$ cat config.mk
export PLATFORM = sky130hd
export DESIGN_NAME = poset_order_engine
export DESIGN_NICKNAME = d
export VERILOG_FILES = /design/src/sv/poe_pkg.sv /design/src/sv/poe_dp.sv /design/src/sv/poe_ctrl.sv /design/src/sv/poset_order_engine.sv
export SDC_FILE = /design/constraint.sdc
export NUM_CORES = 1
export LEC_CHECK = 0
export BUFFER_PORTS_ARGS = -buffer_cell sky130_fd_sc_hd__buf_2
export CORE_ASPECT_RATIO = 0.9
export CORE_UTILIZATION = 60
export DETAILED_ROUTE_END_ITERATION = 7
export MAX_ROUTING_LAYER = met4
export PLACE_DENSITY = 0.76
export SYNTH_ARGS = -nofsm -noshare
export SYNTH_HDL_FRONTEND = slang
export SYNTH_SLANG_ARGS = --single-unit
$ cat constraint.sdc
create_clock -name clk -period 7.2 [get_ports clk]
set_clock_uncertainty 0.1 [all_clocks]
set_input_delay 0.36 -clock clk [delete_from_list [all_inputs] [get_ports clk]]
set_output_delay 0.36 -clock clk [all_outputs]
set_load 0.03 [all_outputs]
$ cat src/sv/poe_pkg.sv
package poe_pkg;

    // Default element capacity; the element field limits use to 16.
    localparam int NODES_DEF = 16;
    localparam int MAX_IDX = 16;

    localparam logic [4:0] NODE_COUNT_RST = 5'd16;

    // Operation codes
    localparam logic [2:0] OP_ADD   = 3'd0;
    localparam logic [2:0] OP_QUERY = 3'd1;
    localparam logic [2:0] OP_JOIN  = 3'd2;
    localparam logic [2:0] OP_MEET  = 3'd3;
    localparam logic [2:0] OP_MAX   = 3'd4;
    localparam logic [2:0] OP_MIN   = 3'd5;

    // Result status codes
    localparam logic [1:0] ST_TRUE  = 2'd0;
    localparam logic [1:0] ST_FALSE = 2'd1;
    localparam logic [1:0] ST_RANGE = 2'd2;

    typedef enum logic [3:0] {
        DP_NOP       = 4'd0,
        DP_LOAD      = 4'd1,
        DP_ERR       = 4'd2,
        DP_ADD       = 4'd3,
        DP_SEED_X    = 4'd4,
        DP_SEED_Y    = 4'd5,
        DP_REACH     = 4'd6,
        DP_QUERY     = 4'd7,
        DP_ENT_INIT  = 4'd8,
        DP_ENT       = 4'd9,
        DP_JOIN      = 4'd10,
        DP_SCAN_INIT = 4'd11,
        DP_SCAN      = 4'd12,
        DP_EMIT      = 4'd13
    } dp_op_t;

    typedef struct packed {
        dp_op_t code;
    } cmd_t;

    typedef struct packed {
        logic [2:0] op;
        logic       range_err;
        logic       n_zero;
        logic       cnt_last;
        logic       chg_any;
        logic       list_last;
    } stat_t;

endpackage

$ cat src/sv/poe_dp.sv
module poe_dp #(
    parameter int NODES = poe_pkg::NODES_DEF
) (
    input  logic                clk,
    input  logic                rst_n,
    input  poe_pkg::cmd_t       cmd,
    output poe_pkg::stat_t      stat,
    input  logic [2:0]          op_in,
    input  logic [3:0]          x_in,
    input  logic [3:0]          y_in,
    input  logic                cfg_we,
    input  logic [4:0]          cfg_data,
    output logic                res_valid,
    output logic [1:0]          res_status,
    output logic [3:0]          res_element,
    output logic                res_last
);

    localparam int ROWS = (NODES < poe_pkg::MAX_IDX) ? NODES : poe_pkg::MAX_IDX;
    localparam int IW   = $clog2(ROWS);
    localparam int NW   = $clog2(ROWS + 1);

    logic [4:0]      nc_reg;
    logic [ROWS-1:0] mat_reg [ROWS];

    logic [2:0]      op_reg,   op_next;
    logic [3:0]      x_reg,    x_next;
    logic [3:0]      y_reg,    y_next;
    logic [IW-1:0]   cnt_reg,  cnt_next;
    logic [ROWS-1:0] seen_reg, seen_next;
    logic [ROWS-1:0] a_reg,    a_next;
    logic [ROWS-1:0] vec_reg,  vec_next;
    logic [ROWS-1:0] list_reg, list_next;
    logic            chg_reg,  chg_next;
    logic            rv_reg,   rv_next;
    logic [1:0]      st_reg,   st_next;
    logic [3:0]      el_reg,   el_next;
    logic            last_reg, last_next;

    logic [NW-1:0]   n_eff;
    logic [ROWS-1:0] mask;
    logic [IW-1:0]   rd_idx;
    logic [ROWS-1:0] row;
    logic [ROWS-1:0] cnt_bit;
    logic            rev;
    logic            cnt_last;
    logic [ROWS-1:0] reach_new;
    logic            changed;
    logic [ROWS-1:0] ent_new;
    logic [ROWS-1:0] scan_new;
    logic [ROWS-1:0] cand;
    logic [IW-1:0]   cand_idx;
    logic [IW-1:0]   list_idx;
    logic [ROWS-1:0] list_clr;
    logic            add_we;

    assign n_eff = (nc_reg > 5'(ROWS)) ? NW'(ROWS) : nc_reg[NW-1:0];

    always_comb
    begin
        for (int i = 0; i < ROWS; i++)
        begin
            mask[i] = (i < int'(n_eff));
        end
    end

    assign rev      = (op_reg == poe_pkg::OP_MEET) || (op_reg == poe_pkg::OP_MIN);
    assign rd_idx   = (cmd.code == poe_pkg::DP_ADD) ? x_reg[IW-1:0] : cnt_reg;
    assign row      = mat_reg[rd_idx] & mask;
    assign cnt_bit  = ROWS'(1) << cnt_reg;
    assign cnt_last = ((NW+1)'(cnt_reg) + (NW+1)'(1)) == (NW+1)'(n_eff);

    // One matrix row per cycle: forward follows row cnt out of a seen
    // element, reverse marks cnt when its row hits the seen set.
    always_comb
    begin
        if (!rev)
        begin
            reach_new = seen_reg[cnt_reg] ? (seen_reg | row) : seen_reg;
        end
        else
        begin
            reach_new = (|(row & seen_reg)) ? (seen_reg | cnt_bit) : seen_reg;
        end
    end
    assign changed = (reach_new != seen_reg);

    // a_reg holds the common upper (or lower) set during the entry scan.
    always_comb
    begin
        ent_new = vec_reg;
        if (a_reg[cnt_reg])
        begin
            if (!rev)
            begin
                ent_new = vec_reg | (row & ~cnt_bit);
            end
            else if (|(row & a_reg & ~cnt_bit))
            begin
                ent_new = vec_reg | cnt_bit;
            end
        end
    end

    // Forward: mark empty rows. Reverse: collect columns that have a bit.
    always_comb
    begin
        if (!rev)
        begin
            scan_new = (row == '0) ? (vec_reg | cnt_bit) : vec_reg;
        end
        else
        begin
            scan_new = vec_reg | row;
        end
    end

    assign cand = a_reg & ~vec_reg;

    always_comb
    begin
        cand_idx = '0;
        list_idx = '0;
        for (int i = ROWS - 1; i >= 0; i--)
        begin
            if (cand[i])
            begin
                cand_idx = IW'(i);
            end
            if (list_reg[i])
            begin
                list_idx = IW'(i);
            end
        end
    end
    assign list_clr = list_reg & ~(ROWS'(1) << list_idx);

    assign add_we = (cmd.code == poe_pkg::DP_ADD) && (x_reg != y_reg) &&
                    !row[y_reg[IW-1:0]];

    always_comb
    begin
        op_next   = op_reg;
        x_next    = x_reg;
        y_next    = y_reg;
        cnt_next  = cnt_reg;
        seen_next = seen_reg;
        a_next    = a_reg;
        vec_next  = vec_reg;
        list_next = list_reg;
        chg_next  = chg_reg;
        rv_next   = 1'b0;
        st_next   = st_reg;
        el_next   = el_reg;
        last_next = last_reg;
        case (cmd.code)
            poe_pkg::DP_LOAD:
            begin
                op_next = op_in;
                x_next  = x_in;
                y_next  = y_in;
            end
            poe_pkg::DP_ERR:
            begin
                rv_next   = 1'b1;
                st_next   = poe_pkg::ST_RANGE;
                el_next   = 4'd0;
                last_next = 1'b1;
            end
            poe_pkg::DP_ADD:
            begin
                rv_next   = 1'b1;
                st_next   = add_we ? poe_pkg::ST_TRUE : poe_pkg::ST_FALSE;
                el_next   = 4'd0;
                last_next = 1'b1;
            end
            poe_pkg::DP_SEED_X:
            begin
                seen_next = ROWS'(1) << x_reg[IW-1:0];
                cnt_next  = '0;
                chg_next  = 1'b0;
            end
            poe_pkg::DP_SEED_Y:
            begin
                a_next    = seen_reg;
                seen_next = ROWS'(1) << y_reg[IW-1:0];
                cnt_next  = '0;
                chg_next  = 1'b0;
            end
            poe_pkg::DP_REACH:
            begin
                seen_next = reach_new;
                if (cnt_last)
                begin
                    cnt_next = '0;
                    chg_next = 1'b0;
                end
                else
                begin
                    cnt_next = cnt_reg + IW'(1);
                    chg_next = chg_reg | changed;
                end
            end
            poe_pkg::DP_QUERY:
            begin
                rv_next   = 1'b1;
                st_next   = seen_reg[y_reg[IW-1:0]] ? poe_pkg::ST_TRUE : poe_pkg::ST_FALSE;
                el_next   = 4'd0;
                last_next = 1'b1;
            end
            poe_pkg::DP_ENT_INIT:
            begin
                a_next   = a_reg & seen_reg;
                vec_next = '0;
                cnt_next = '0;
            end
            poe_pkg::DP_ENT:
            begin
                vec_next = ent_new;
                cnt_next = cnt_last ? '0 : cnt_reg + IW'(1);
            end
            poe_pkg::DP_JOIN:
            begin
                rv_next   = 1'b1;
                last_next = 1'b1;
                if ((cand != '0) && ((cand & (cand - ROWS'(1))) == '0))
                begin
                    st_next = poe_pkg::ST_TRUE;
                    el_next = 4'(cand_idx);
                end
                else
                begin
                    st_next = poe_pkg::ST_FALSE;
                    el_next = 4'd0;
                end
            end
            poe_pkg::DP_SCAN_INIT:
            begin
                vec_next  = '0;
                list_next = '0;
                cnt_next  = '0;
            end
            poe_pkg::DP_SCAN:
            begin
                vec_next = scan_new;
                cnt_next = cnt_last ? '0 : cnt_reg + IW'(1);
                if (cnt_last)
                begin
                    list_next = rev ? (mask & ~scan_new) : scan_new;
                end
            end
            poe_pkg::DP_EMIT:
            begin
                rv_next = 1'b1;
                if (list_reg == '0)
                begin
                    st_next   = poe_pkg::ST_FALSE;
                    el_next   = 4'd0;
                    last_next = 1'b1;
                end
                else
                begin
                    st_next   = poe_pkg::ST_TRUE;
                    el_next   = 4'(list_idx);
                    last_next = (list_clr == '0);
                    list_next = list_clr;
                end
            end
            default:
            begin
            end
        endcase
    end

    always_ff @(posedge clk or negedge rst_n)
    begin
        if (!rst_n)
        begin
            nc_reg <= poe_pkg::NODE_COUNT_RST;
            rv_reg <= 1'b0;
            for (int i = 0; i < ROWS; i++)
            begin
                mat_reg[i] <= '0;
            end
        end
        else
        begin
            rv_reg <= rv_next;
            if (cfg_we)
            begin
                nc_reg <= cfg_data;
            end
            if (add_we)
            begin
                mat_reg[x_reg[IW-1:0]][y_reg[IW-1:0]] <= 1'b1;
            end
        end
    end

    always_ff @(posedge clk)
    begin
        op_reg   <= op_next;
        x_reg    <= x_next;
        y_reg    <= y_next;
        cnt_reg  <= cnt_next;
        seen_reg <= seen_next;
        a_reg    <= a_next;
        vec_reg  <= vec_next;
        list_reg <= list_next;
        chg_reg  <= chg_next;
        st_reg   <= st_next;
        el_reg   <= el_next;
        last_reg <= last_next;
    end

    assign stat.op        = op_reg;
    assign stat.range_err = ({1'b0, x_reg} >= 5'(n_eff)) || ({1'b0, y_reg} >= 5'(n_eff));
    assign stat.n_zero    = (n_eff == '0);
    assign stat.cnt_last  = cnt_last;
    assign stat.chg_any   = chg_reg | changed;
    assign stat.list_last = ((list_reg & (list_reg - ROWS'(1))) == '0);

    assign res_valid   = rv_reg;
    assign res_status  = st_reg;
    assign res_element = el_reg;
    assign res_last    = last_reg;

endmodule

$ cat src/sv/poe_ctrl.sv
module poe_ctrl (
    input  logic           clk,
    input  logic           rst_n,
    input  logic           start,
    output logic           busy,
    input  poe_pkg::stat_t stat,
    output poe_pkg::cmd_t  cmd
);

    typedef enum logic [7:0] {
        S_IDLE  = 8'b0000_0001,
        S_CHECK = 8'b0000_0010,
        S_REACH = 8'b0000_0100,
        S_RNEXT = 8'b0000_1000,
        S_ENTER = 8'b0001_0000,
        S_JOIN  = 8'b0010_0000,
        S_SCAN  = 8'b0100_0000,
        S_EMIT  = 8'b1000_0000
    } state_t;

    state_t state_reg, state_next;
    logic   phase_reg, phase_next;

    always_comb
    begin
        state_next = state_reg;
        phase_next = phase_reg;
        cmd.code   = poe_pkg::DP_NOP;
        case (state_reg)
            S_IDLE:
            begin
                if (start)
                begin
                    cmd.code   = poe_pkg::DP_LOAD;
                    state_next = S_CHECK;
                end
            end
            S_CHECK:
            begin
                phase_next = 1'b0;
                if (stat.op > poe_pkg::OP_MIN)
                begin
                    state_next = S_IDLE;
                end
                else if (stat.op == poe_pkg::OP_MAX || stat.op == poe_pkg::OP_MIN)
                begin
                    cmd.code   = poe_pkg::DP_SCAN_INIT;
                    state_next = stat.n_zero ? S_EMIT : S_SCAN;
                end
                else if (stat.range_err)
                begin
                    cmd.code   = poe_pkg::DP_ERR;
                    state_next = S_IDLE;
                end
                else if (stat.op == poe_pkg::OP_ADD)
                begin
                    cmd.code   = poe_pkg::DP_ADD;
                    state_next = S_IDLE;
                end
                else
                begin
                    cmd.code   = poe_pkg::DP_SEED_X;
                    state_next = S_REACH;
                end
            end
            S_REACH:
            begin
                cmd.code = poe_pkg::DP_REACH;
                if (stat.cnt_last && !stat.chg_any)
                begin
                    state_next = S_RNEXT;
                end
            end
            S_RNEXT:
            begin
                if (stat.op == poe_pkg::OP_QUERY)
                begin
                    cmd.code   = poe_pkg::DP_QUERY;
                    state_next = S_IDLE;
                end
                else if (!phase_reg)
                begin
                    cmd.code   = poe_pkg::DP_SEED_Y;
                    phase_next = 1'b1;
                    state_next = S_REACH;
                end
                else
                begin
                    cmd.code   = poe_pkg::DP_ENT_INIT;
                    state_next = S_ENTER;
                end
            end
            S_ENTER:
            begin
                cmd.code = poe_pkg::DP_ENT;
                if (stat.cnt_last)
                begin
                    state_next = S_JOIN;
                end
            end
            S_JOIN:
            begin
                cmd.code   = poe_pkg::DP_JOIN;
                state_next = S_IDLE;
            end
            S_SCAN:
            begin
                cmd.code = poe_pkg::DP_SCAN;
                if (stat.cnt_last)
                begin
                    state_next = S_EMIT;
                end
            end
            S_EMIT:
            begin
                cmd.code = poe_pkg::DP_EMIT;
                if (stat.list_last)
                begin
                    state_next = S_IDLE;
                end
            end
            default:
            begin
                state_next = S_IDLE;
            end
        endcase
    end

    always_ff @(posedge clk or negedge rst_n)
    begin
        if (!rst_n)
        begin
            state_reg <= S_IDLE;
            phase_reg <= 1'b0;
        end
        else
        begin
            state_reg <= state_next;
            phase_reg <= phase_next;
        end
    end

    assign busy = (state_reg != S_IDLE);

endmodule

$ cat src/sv/poset_order_engine.sv
// Sequencing: add and index errors strobe from the check state through the result register.
//   A query runs reachability passes over the n active rows (n = active count, at most n
//   passes), then strobes its answer; join and meet run two such closures plus an entry scan
//   of the n rows; maximal/minimal take a scan of the n rows, then one result per cycle.
// Throughput: one item at a time; busy drops in the cycle the last result is shown.
// Reset: relation matrix cleared, node_count = 16; results cannot be stalled.
module poset_order_engine #(
    parameter int NODES = poe_pkg::NODES_DEF
) (
    input  logic       clk,
    input  logic       rst_n,
    // command channel
    input  logic       start,
    output logic       busy,
    input  logic [2:0] op,
    input  logic [3:0] first_element,
    input  logic [3:0] second_element,
    // node_count register write
    input  logic       cfg_valid,
    output logic       cfg_ready,
    input  logic [4:0] cfg_data,
    // result items, one cycle each
    output logic       result_valid,
    output logic [1:0] status,
    output logic [3:0] element,
    output logic       last
);

    // The controller sequences the datapath; the datapath owns the relation
    // matrix (flops, async cleared), the frontier/common vectors and the
    // result register. A single row-read index walks the matrix each cycle.
    poe_pkg::cmd_t  cmd;
    poe_pkg::stat_t stat;

    // Users must land configuration only while idle, unenforced; the write is always taken.
    assign cfg_ready = 1'b1;

    poe_ctrl u_ctrl (
        .clk   (clk),
        .rst_n (rst_n),
        .start (start),
        .busy  (busy),
        .stat  (stat),
        .cmd   (cmd)
    );

    poe_dp #(
        .NODES (NODES)
    ) u_dp (
        .clk         (clk),
        .rst_n       (rst_n),
        .cmd         (cmd),
        .stat        (stat),
        .op_in       (op),
        .x_in        (first_element),
        .y_in        (second_element),
        .cfg_we      (cfg_valid & cfg_ready),
        .cfg_data    (cfg_data),
        .res_valid   (result_valid),
        .res_status  (status),
        .res_element (element),
        .res_last    (last)
    );

`ifndef SYNTH
    // An accepted item always occupies the engine for the next cycle.
    a_busy_after_start: assert property (@(posedge clk) disable iff (!rst_n)
        (start && !busy) |=> busy)
        else $error("engine not busy after accepting an item");

    // Final result coincides with the return to idle; earlier ones do not.
    a_last_idle: assert property (@(posedge clk) disable iff (!rst_n)
        (result_valid && last) |-> !busy)
        else $error("busy still high on final result");

    a_more_busy: assert property (@(posedge clk) disable iff (!rst_n)
        (result_valid && !last) |-> busy)
        else $error("idle while results are still pending");

    // Only a found or listed element carries an index.
    a_elem_zero: assert property (@(posedge clk) disable iff (!rst_n)
        (result_valid && status != poe_pkg::ST_TRUE) |-> (element == 4'd0))
        else $error("nonzero element on a negative result");
`endif

endmodule

-- Word level (Yosys, flattened, before mapping)
Index checks and enable logic that the tools add are counted.
- output and inout port bits: 10
- register bits after elaboration: 358
- word-level logic and storage cells: 273
- magnitude comparators: 26
- bitwise gates (word level): 24
- reduce and logical (&&, ||, !) cells: 42
- $add $sub $neg: 4
- equality and inequality tests: 39
- multiplexer cells: 102
- shift operators: 4
- operators by type and width (cell ; count):
    bitwise OR 256 bit ; 1
    2-to-1 mux 16 bit ; 14
    bitwise AND 16 bit ; 11
    2-to-1 mux 4 bit ; 41
    case mux 16 bit (3 select lines) ; 3
    logical NOT 16 bit ; 5
    2-to-1 mux 8 bit ; 10
    bitwise OR 16 bit ; 5
    binary-select mux 16 bit (select 4 bit) ; 1
    demux 16 bit (select 4 bit) ; 1
    inverter 16 bit ; 4
    << shifter 1 x 4 -> 16 bit, first input constant ; 4
    case mux 8 bit (7 select lines) ; 1
    less-than comparator 4 x 5 -> 1 bit, first input constant ; 8
    case mux 16 bit (2 select lines) ; 1
    case mux 4 bit (8 select lines) ; 1
    OR reduction 16 bit ; 2
    subtractor 16 x 1 -> 16 bit, second input constant ; 2
    == test 4 bit, second input constant ; 6
    less-than comparator 3 x 5 -> 1 bit, first input constant ; 4
    binary-select mux 1 bit (select 4 bit) ; 4
    == test 4 x 3 -> 1 bit, second input constant ; 4
    inequality test 16 bit ; 1
    nonzero test 16 bit ; 1
    55 further kinds ; 106

-- Depth between registers and ports, before layout
Gate-level depths: netlist of the first run.
- word-level depth: 25
- depth in mapped cells: 25
- gate-level depth less buffers: 17

-- Cells and area by module
Synthesis of the first run repeated with hierarchy kept, for this count alone.
- cell total of the unflattened synthesis: 2052
- area, all modules: 20490.9 um^2
- by module, submodules not included (module ; instances ; area each (um^2) ; cells each):
    poe_dp ; 1 ; 19662.6 ; 1943
    poe_ctrl ; 1 ; 817.0 ; 107
    poset_order_engine ; 1 ; 11.3 ; 2

-- Least setup slack after synthesis of the first run
OpenSTA, ideal clock, no wires.
- kind: register to register
- start: register u_dp.nc_reg[4]
- end: register u_dp.vec_reg[0], enable pin
- data required time: 6.689 ns
- stages on the path, launching flop included: 22
- buffers on the path: 5
- arrival time: 6.082 ns
- path slack: 0.606 ns
- cell sequence: dfstp_2 > clkbuf_1 > inv_1 > clkbuf_1 > nand2_1 > ha_1 > o211ai_1 > o21ai_0 > a21oi_1 > o41a_1 > buf_6 > or3_1 > buf_2 > nand2_4 > buf_6 > nand2_1 > a32o_1 > o32ai_1 > a22oi_1 > a31oi_1 > o41ai_1 > o21ai_0
- word-level cells in the longest chain between the ends: 20
- elaborated cells on any way between the ends: 44
- classes of those cells: 19 x order compare; 7 x eq/ne; 9 x mux; 4 x bitwise; 5 x reduce/logical
- ends and longest elaborated chain (element ; line ; source):
    from (decl) ; poe_dp.sv:23 ; logic [4:0] nc_reg;
    from (signal assigned) ; poe_dp.sv:279 ; nc_reg <= poe_pkg::NODE_COUNT_RST;
    from (signal assigned) ; poe_dp.sv:291 ; nc_reg <= cfg_data;
    > comparator 5 bit ; poe_dp.sv:57 ; assign n_eff = (nc_reg > 5'(ROWS)) ? NW'(ROWS) : nc_reg[NW-1:0];
    2-to-1 mux 5 bit * ; poe_dp.sv:57 ;
    >= comparator 4 x 5 -> 1 bit ; poe_dp.sv:317 ; assign stat.range_err = ({1'b0, x_reg} >= 5'(n_eff)) || ({1'b0, y_reg} >= 5'(n_eff));
    logical OR 1 bit ; poe_dp.sv:317 ;
    2-to-1 mux 4 bit ; poe_ctrl.sv:50 ; else if (stat.range_err)
    2-to-1 mux 4 bit ; poe_ctrl.sv:45 ; else if (stat.op == poe_pkg::OP_MAX || stat.op == poe_pkg::OP_MIN)
    2-to-1 mux 4 bit ; poe_ctrl.sv:41 ; if (stat.op > poe_pkg::OP_MIN)
    case mux 4 bit (8 select lines) ; poe_ctrl.sv:29 ; case (state_reg)
    [2 not listed] ; -- ;
    inverter 4 -> 5 bit (not written as such) ; poe_dp.sv:69 ; assign row = mat_reg[rd_idx] & mask;
    binary-select mux 16 bit (select 4 bit) ; poe_dp.sv:69 ;
    2-to-1 mux 16 bit (not written as such) (2 in a row) ; poe_dp.sv:69 ;
    bitwise AND 16 bit ; poe_dp.sv:69 ;
    bitwise AND 16 bit (2 in a row) ; poe_dp.sv:98 ; else if (|(row & a_reg & ~cnt_bit))
    OR reduction 16 bit ; poe_dp.sv:98 ;
    inequality test 3 bit (no line) ; -- ;
    AND reduction 3 bit (no line) * ; -- ;
    to (signal assigned) ; poe_dp.sv:308 ; vec_reg <= vec_next;
    to (decl) ; poe_dp.sv:32 ; logic [ROWS-1:0] vec_reg, vec_next;
Mark *: on every way between the ends. The rest lies on a longest branch, timed or not. The select of a mux whose other input is x is not followed.
A chain may end at the register's enable or synchronous reset.

-- Final worst setup path of the first run
- start: register u_dp.nc_reg[4]
- end: register u_dp.vec_reg[8], enable pin
The elaborated chain is that of the path after synthesis.

==> metrics.yaml, run 1 <==
status:
  status: "finished, final reports clean"
route:
  wl_per_cell_um: 29.3
  via_count: 19100
  detail-route-antenna-nets: 0
  drt_iter0_drc: 2834
  drc: 0
  vias_per_cell: 7.36
  drt-total-wl_mm: 75.9
  drtPass1Iterations: 8
cts:
  root_buffer: "clkbuf_16"
  cts_buffer_depth: 3
  cts_setup_buffers: 0
  htreeDepth: 2
  clock_latency_ns: 0.57
  cts_buffers: 39
  clock_sinks: 358
  cts_tree: "done"
  cts.clk_slew.worst_paths_ns: 0.06
final_layout:
  syn2layout_area_growth_pct: 10.7
  multi_input_area_mm2: 0.0103
  layout_common_cells: "269 x dfrtp_1, 221 x o21bai_1, 182 x nand2_1"
  regArea_mm2: 0.00940
  design_area_mm2: 0.0229
  final_common_cell: "dfrtp_1"
  nets: 2131
  largest_reg_flops: 256
  nFillCells: 2707
  final_layout_size_suffix_gt1_share_pct: 12.8
grt:
  grt_antenna_before_repair: 4
  grt_use_total_pct: 44.7
  grt_pass1_wl_mm: 114
  overflow: 0
  grt_pass1_vias: 17700
  grt_max_degree: 157
worst_hold_path:
  hold_depth: 2
  hold_start: "cfg_valid"
  worstHoldPathType: "primary input to register"
  min_to: "u_dp.nc_reg[4]$_DFFE_PN1P_"
setup_path:
  required_ns: 7.40
  r2r_slack_ns: 0.29
  startpoint_type: "register"
  rr_worst_depth: 19
  worstSetupPathType: "register to register"
  arrival_ns: 7.11
  r2r_start: "u_dp.nc_reg[4]$_DFFE_PN1P_"
  endpoint_kind: "register"
  rr_endpoint: "u_dp.vec_reg[8]$_DFFE_PP_"
  crit_fanout: 11
yosys:
  netlist_instances: 2084
  yosysTopAreaCell: "dfrtp_1"
  ys_ff_latch: 358
  synth_area_per_cell_um2: 9.92
  syn_nets: 2118
  synth-edff-count: 87
  synthTopCellsByArea: "dfrtp_1 33%, edfxtp_1 13%, o21bai_1 8.0%"
  yosysWarnings: 0
  synth_async_sr_flop_share_pct: 75.7
  netlist_area_mm2: 0.0207
  synth_cell_type_count: 109
  synth_top_area_share_pct: 32.6
  synth-main-ff-cell: "dfrtp_1"
  seq_area_frac_synth_pct: 45.5
floorplanning:
  initial_core_util_pct: 60.9
  pin_count: 30
  num_rows: 64
  coreArea_mm2: 0.0340
  die_h_um: 178
  dieArea_mm2: 0.0352
  dieWidth_um: 198
timing:
  fin_crit_ns: 6.91
  worst_slew_pin_slew_ns: 1.15
  setup-tns-final_ns: 0
  max_freq_ghz: 0.145
  final.setup.worst_slack_ns: 0.295
  timing_hold_violations_final: 0
  period_share_pct: 95.9
  timing.hold.ws_ns: 0.0220
  relSlewSlack_pct: 22.9
  rsz0062_at_grt: "false"
  setup_viol: 0
  slew_violations: 0
job:
  cap_violations: 0
placement:
  dp_hpwl_mm: 52.5
  io_buffers: 28
  placed_area_mm2: 0.0214
  place.gp.congestion: 1.07
  pre_cts_ws_ns: 0.247
power_and_ir_drop:
  power_density_mw_per_mm2: 278
  ir_drop_v: 0.000215
  p_leak_nw: 9.50
through the flow:
| stage | std cells | power, mW | utilization [%] |
|---|---|---|---|
| 4_1_cts | 2587 | 6.25 | 67.3 |
| 3_3_place_gp | 2500 | 4.26 | 63.1 |
| 3_5_place_dp | 2500 | 4.27 | 63.1 |
| 6_report | 2590 | 6.35 | 67.4 |
| 5_1_grt | 2590 | 6.50 | 67.4 |
| 2_1_floorplan | 2084 | 3.54 | - |
synthesized netlist by cell type (14+ instances only):
cell and number:
nor4_1 23, nand2_1 183, a2111oi_0 19, a211oi_1 51
mux2_2 22, o21ai_0 64, nand3_1 48, mux4_2 15
nor3_1 45, a221oi_1 21, mux2i_1 49, ha_1 14
nand2b_1 21, clkbuf_1 107, o21bai_1 221, nor2_1 144
nor2b_1 20, a31oi_1 32, a21oi_1 56, edfxtp_1 87
o22ai_1 36, and3_1 55, nand4_1 19, dfrtp_1 269
buf_2 28, inv_1 45, a21boi_0 17, a21o_1 28
o31ai_1 24
kinds of logic (layout without fill, tap and decap cells):
kind of cell	count (synthesis)	in the layout	synth area share, %
fa+ha+maj	17	17	0.993
mux	86	86	5.21
other cells	1	4	0.0181
xor+xnor	15	15	0.636
simple gates	650	650	15.9
buf+inv	214	255	4.62
flops	358	358	45.5
compound gates	743	743	27.2
cell type report:
| class | instances | share of cell area [%] |
|---|---|---|
| diodes | 3 | 0.0328 |
| clock buffers | 53 | 4.76 |
| clock inverters | 16 | 0.700 |
| inverters | 48 | 0.787 |
| multi-input cells | 1512 | 45.2 |
| flip-flops and latches | 358 | 41.1 |
| well taps | 462 | 2.53 |
| repair buffers | 138 | 4.90 |
power by group:
group / total (mW) / switching (mW) / internal, mW / leakage, nW
combinational: 2.03 / 1.40 / 0.632 / 4.34
clock: 2.00 / 0.862 / 1.14 / 0.610
sequential: 2.32 / 0.129 / 2.20 / 4.55
worst max-delay path by stage:
| stage | start | to | slack, ns | cells after the start |
|---|---|---|---|---|
| 2_1_floorplan | u_dp.nc_reg[4]$_DFFE_PN1P_ | u_dp.vec_reg[0]$_DFFE_PP_ | 0.61 | 21 |
| 5_1_grt | u_dp.nc_reg[4]$_DFFE_PN1P_ | u_dp.vec_reg[8]$_DFFE_PP_ | 0.004 | 20 |
| 3_3_place_gp | u_dp.nc_reg[4]$_DFFE_PN1P_ | u_dp.vec_reg[6]$_DFFE_PP_ | 0.39 | 19 |
| 4_1_cts | u_dp.nc_reg[4]$_DFFE_PN1P_ | u_dp.vec_reg[8]$_DFFE_PP_ | 0.22 | 19 |
| 6_report | u_dp.nc_reg[4]$_DFFE_PN1P_ | u_dp.vec_reg[8]$_DFFE_PP_ | 0.29 | 19 |
| 3_5_place_dp | u_dp.nc_reg[4]$_DFFE_PN1P_ | u_dp.vec_reg[6]$_DFFE_PP_ | 0.25 | 19 |
per-layer routing:
metal	vias to the layer above	track usage [%]	wire length [µm]
met5	-	-	0
met4	0	16.1	3000
met3	255	12.5	11300
met2	1573	59.3	30500
met1	9301	64.6	31100
li1	7944	-	-
critical path, stage by stage (launching register included):
cell,delay (ns)
dfstp_2,0.67
inv_1,0.19
nand2_1,0.17
ha_1,0.20
o211ai_1,0.11
o21ai_0,0.48
a21oi_1,0.20
o41a_1,0.61
o31ai_2,0.48
buf_4,0.21
and2_2,0.39
a21oi_1,0.07
or4_1,0.65
and2_0,0.58
nand3_1,0.34
nand4_1,0.11
o41ai_1,0.46
buf_4,0.18
o21ai_1,0.17
buf_4,0.27
timing repair:
| item | in CTS | in global routing |
|---|---|---|
| resized for setup | 0 | 3 |
| setup endpoints to repair | 0 | 42 |
| hold buffers | 18 | 0 |
| hold endpoints to repair | 130 | 0 |
(Power assumes the default switching activity.)
==> run 2: changes to the inputs <==
Settings changed: CORE_UTILIZATION 60 to 35, PLACE_DENSITY 0.76 to unset.
==> metrics.yaml, run 2 (synthesized netlist as in run 1, its figures left out) <==
status:
  status: "finished, final reports clean"
cts:
  cts_buffers: 41  # +5.1%
  cts_buffer_depth: 3  # unchanged
  clock_latency_ns: 0.60  # +0.03 ns
  cts_setup_buffers: 0  # unchanged
  cts_tree: "done"
  root_buffer: "clkbuf_16"
  clock_sinks: 358  # unchanged
  htreeDepth: 2  # unchanged
  cts.clk_slew.worst_paths_ns: 0.06  # about the same
setup_path:
  r2r_slack_ns: 0.29  # about the same
  crit_fanout: 35  # +24
  arrival_ns: 7.34  # +0.23 ns
  critPathCapture: "u_dp.mat_reg[191]$_DFFE_PN0P_"
  rr_endpoint: "u_dp.mat_reg[191]$_DFFE_PN0P_"
  timing.critical_path.from: "u_dp.nc_reg[4]$_DFFE_PN1P_"
  startpoint_type: "register"
  rr_worst_depth: 19  # unchanged
  worstSetupPathType: "register to register"
  r2r_start: "u_dp.nc_reg[4]$_DFFE_PN1P_"
  endpoint_kind: "register"
  required_ns: 7.63  # +0.23 ns
placement:
  placed_area_mm2: 0.0218  # +1.6%
  dpl.cell_count: 2810  # +12%
  place.gp.congestion: 0.984  # -8.2%
  io_buffers: 28  # unchanged
  dp_hpwl_mm: 55.8  # +6.3%
final_layout:
  final_layout_size_suffix_gt1_share_pct: 12.7  # -0.071 points
  final_common_cell: "dfrtp_1"
  nFillCells: 5705  # +110%
  regArea_mm2: 0.00940  # unchanged
  largest_reg_flops: 256  # unchanged
  multi_input_area_mm2: 0.0103  # about the same
  design_area_mm2: 0.0233  # +2.0%
  syn2layout_area_growth_pct: 13.0
  nets: 2134  # +0.14%
  layout_common_cells: "269 x dfrtp_1, 221 x o21bai_1, 182 x nand2_1"
  finalNonFillerCells: 2905  # +12%
timing:
  period_share_pct: 96.0  # about the same
  max_freq_ghz: 0.145  # about the same
  worst_slew_pin_slew_ns: 1.23  # +0.0759 ns
  slew_violations: 0  # unchanged
  setup-tns-final_ns: 0  # unchanged
  rsz0062_at_grt: "false"
  timing_hold_violations_final: 0  # unchanged
  setup_viol: 0  # unchanged
  relSlewSlack_pct: 17.9  # -4.9 points
  fin_crit_ns: 6.91  # +0.00427 ns
floorplanning:
  coreArea_mm2: 0.0583  # +72%
  die_h_um: 233  # +31%
  dieArea_mm2: 0.0600  # +71%
  pin_count: 30  # unchanged
  num_rows: 84  # +31%
  dieWidth_um: 258  # +31%
  initial_core_util_pct: 35.4  # -25 points
route:
  vias_per_cell: 6.41  # -13%
  wl_per_cell_um: 28.0  # -4.5%
  drc: 0  # unchanged
  drt_iter0_drc: 2596  # -8.4%
  detail-route-antenna-nets: 0  # unchanged
  drtPass1Iterations: 6  # -2
  via_count: 18600  # -2.3%
  drt-total-wl_mm: 81.3  # +7.1%
power_and_ir_drop:
  p_leak_nw: 9.53  # +0.28%
  clkPwrFrac_pct: 32.5  # +1.0 points
  switching_share_pct: 38.2  # +0.65 points
  internal_power_mw: 4.01  # +1.2%
  ir_drop_v: 0.000164  # -24%
  p_seq_share_pct: 35.4  # -1.2 points
  power_density_mw_per_mm2: 278  # +0.25%
  combPwrFrac_pct: 32.1  # +0.2 points
  switchingPower_mw: 2.48  # +4.0%
grt:
  grt_pass1_vias: 17800  # +0.68%
  overflow: 0  # unchanged
  grt_antenna_before_repair: 2  # -2
  grt_use_total_pct: 27.6  # -17 points
  grt_max_degree: 183  # +17%
  grt_pass1_wl_mm: 121  # +6.5%
job:
  cap_violations: 0  # unchanged
worst_hold_path:
  hold_start: "cfg_valid"
  worstHoldPathType: "primary input to register"
-- run 2: changes by cell type in the layout (fill, tap and decap cells not counted), sizes merged --
| cell | change |
|---|---|
| buf | -2 |
| bufinv | -1 |
| clkinvlp | -1 |
| clkbuf | +3 |
| dlygate4sd3 | +3 |
| clkinv | +1 |
| inv | +1 |
| diode | -1 |
-- run 2: final cells by class --
type / count / share of cell area [%]
inverters: 48 / 0.772
repair buffers: 139 / 4.76
clock inverters: 16 / 0.697
flip-flops and latches: 358 / 40.3
well taps: 774 / 4.15
diodes: 2 / 0.0214
clock buffers: 56 / 5.03
multi-input cells: 1512 / 44.3
-- run 2: per-layer routing --
metal  vias up  GRT usage [%]  share of wire (%)
li1       7957              -                  -
met1      9322           39.8                 45
met2      1153           37.9                 41
met3       202           5.16                 10
met4         0           10.1                3.7
met5         -              -                  0
-- run 2: power by group through the flow --
stage	clock [mW]	combinational (mW)	sequential (mW)
5_1_grt	2.22	2.17	2.31
4_1_cts	2.14	2.01	2.30
3_5_place_dp	0	2.00	2.33
6_report	2.11	2.09	2.30
2_1_floorplan	0	1.25	2.29
3_3_place_gp	0	2.00	2.33
-- run 2: repair_timing --
item / in CTS / in global routing
hold buffers: 21 / 0
endpoints found under the hold margin: 106 / 0
setup endpoints to repair: 0 / 35
gates resized for setup: 0 / 1
-- run 2: how the worst min path moves through the flow --
stage,depth (start not counted),to
2_1_floorplan,0,u_ctrl.phase_reg$_DFFE_PN0P_
3_3_place_gp,0,u_dp.mat_reg[240]$_DFFE_PN0P_
3_5_place_dp,0,u_dp.mat_reg[60]$_DFFE_PN0P_
4_1_cts,2,u_dp.nc_reg[1]$_DFFE_PN0P_
5_1_grt,2,u_dp.nc_reg[1]$_DFFE_PN0P_
6_report,2,u_dp.nc_reg[1]$_DFFE_PN0P_
-- run 2: critical path, cell delays in order, from the launching register on --
cell and delay [ns]:
dfstp_2 0.67, inv_1 0.21, nand2_1 0.20, ha_1 0.20
o211ai_1 0.08, o21ai_0 0.47, a21oi_1 0.21, o41a_1 0.35
buf_4 0.25, o31ai_4 0.35, nand2_2 0.38, buf_12 0.31
a211oi_1 0.35, nor2_1 0.07, o32a_1 0.63, o211ai_2 0.26
or4b_1 0.52, a31oi_4 0.26, and4_1 0.68, a21o_1 0.20
-- run 2: metrics by stage --
stage	hold slack, ns	power, mW	worst slack [ns]	util (%)
after global routing	0.0749	6.69	0.0669	40.0
final	0.0911	6.50	0.290	40.0
after CTS	0.0601	6.45	0.372	40.0
after global placement	0.259	4.33	0.568	37.3
after floorplan	-0.0356	3.54	0.606	-
after detailed placement	0.258	4.33	0.449	37.3
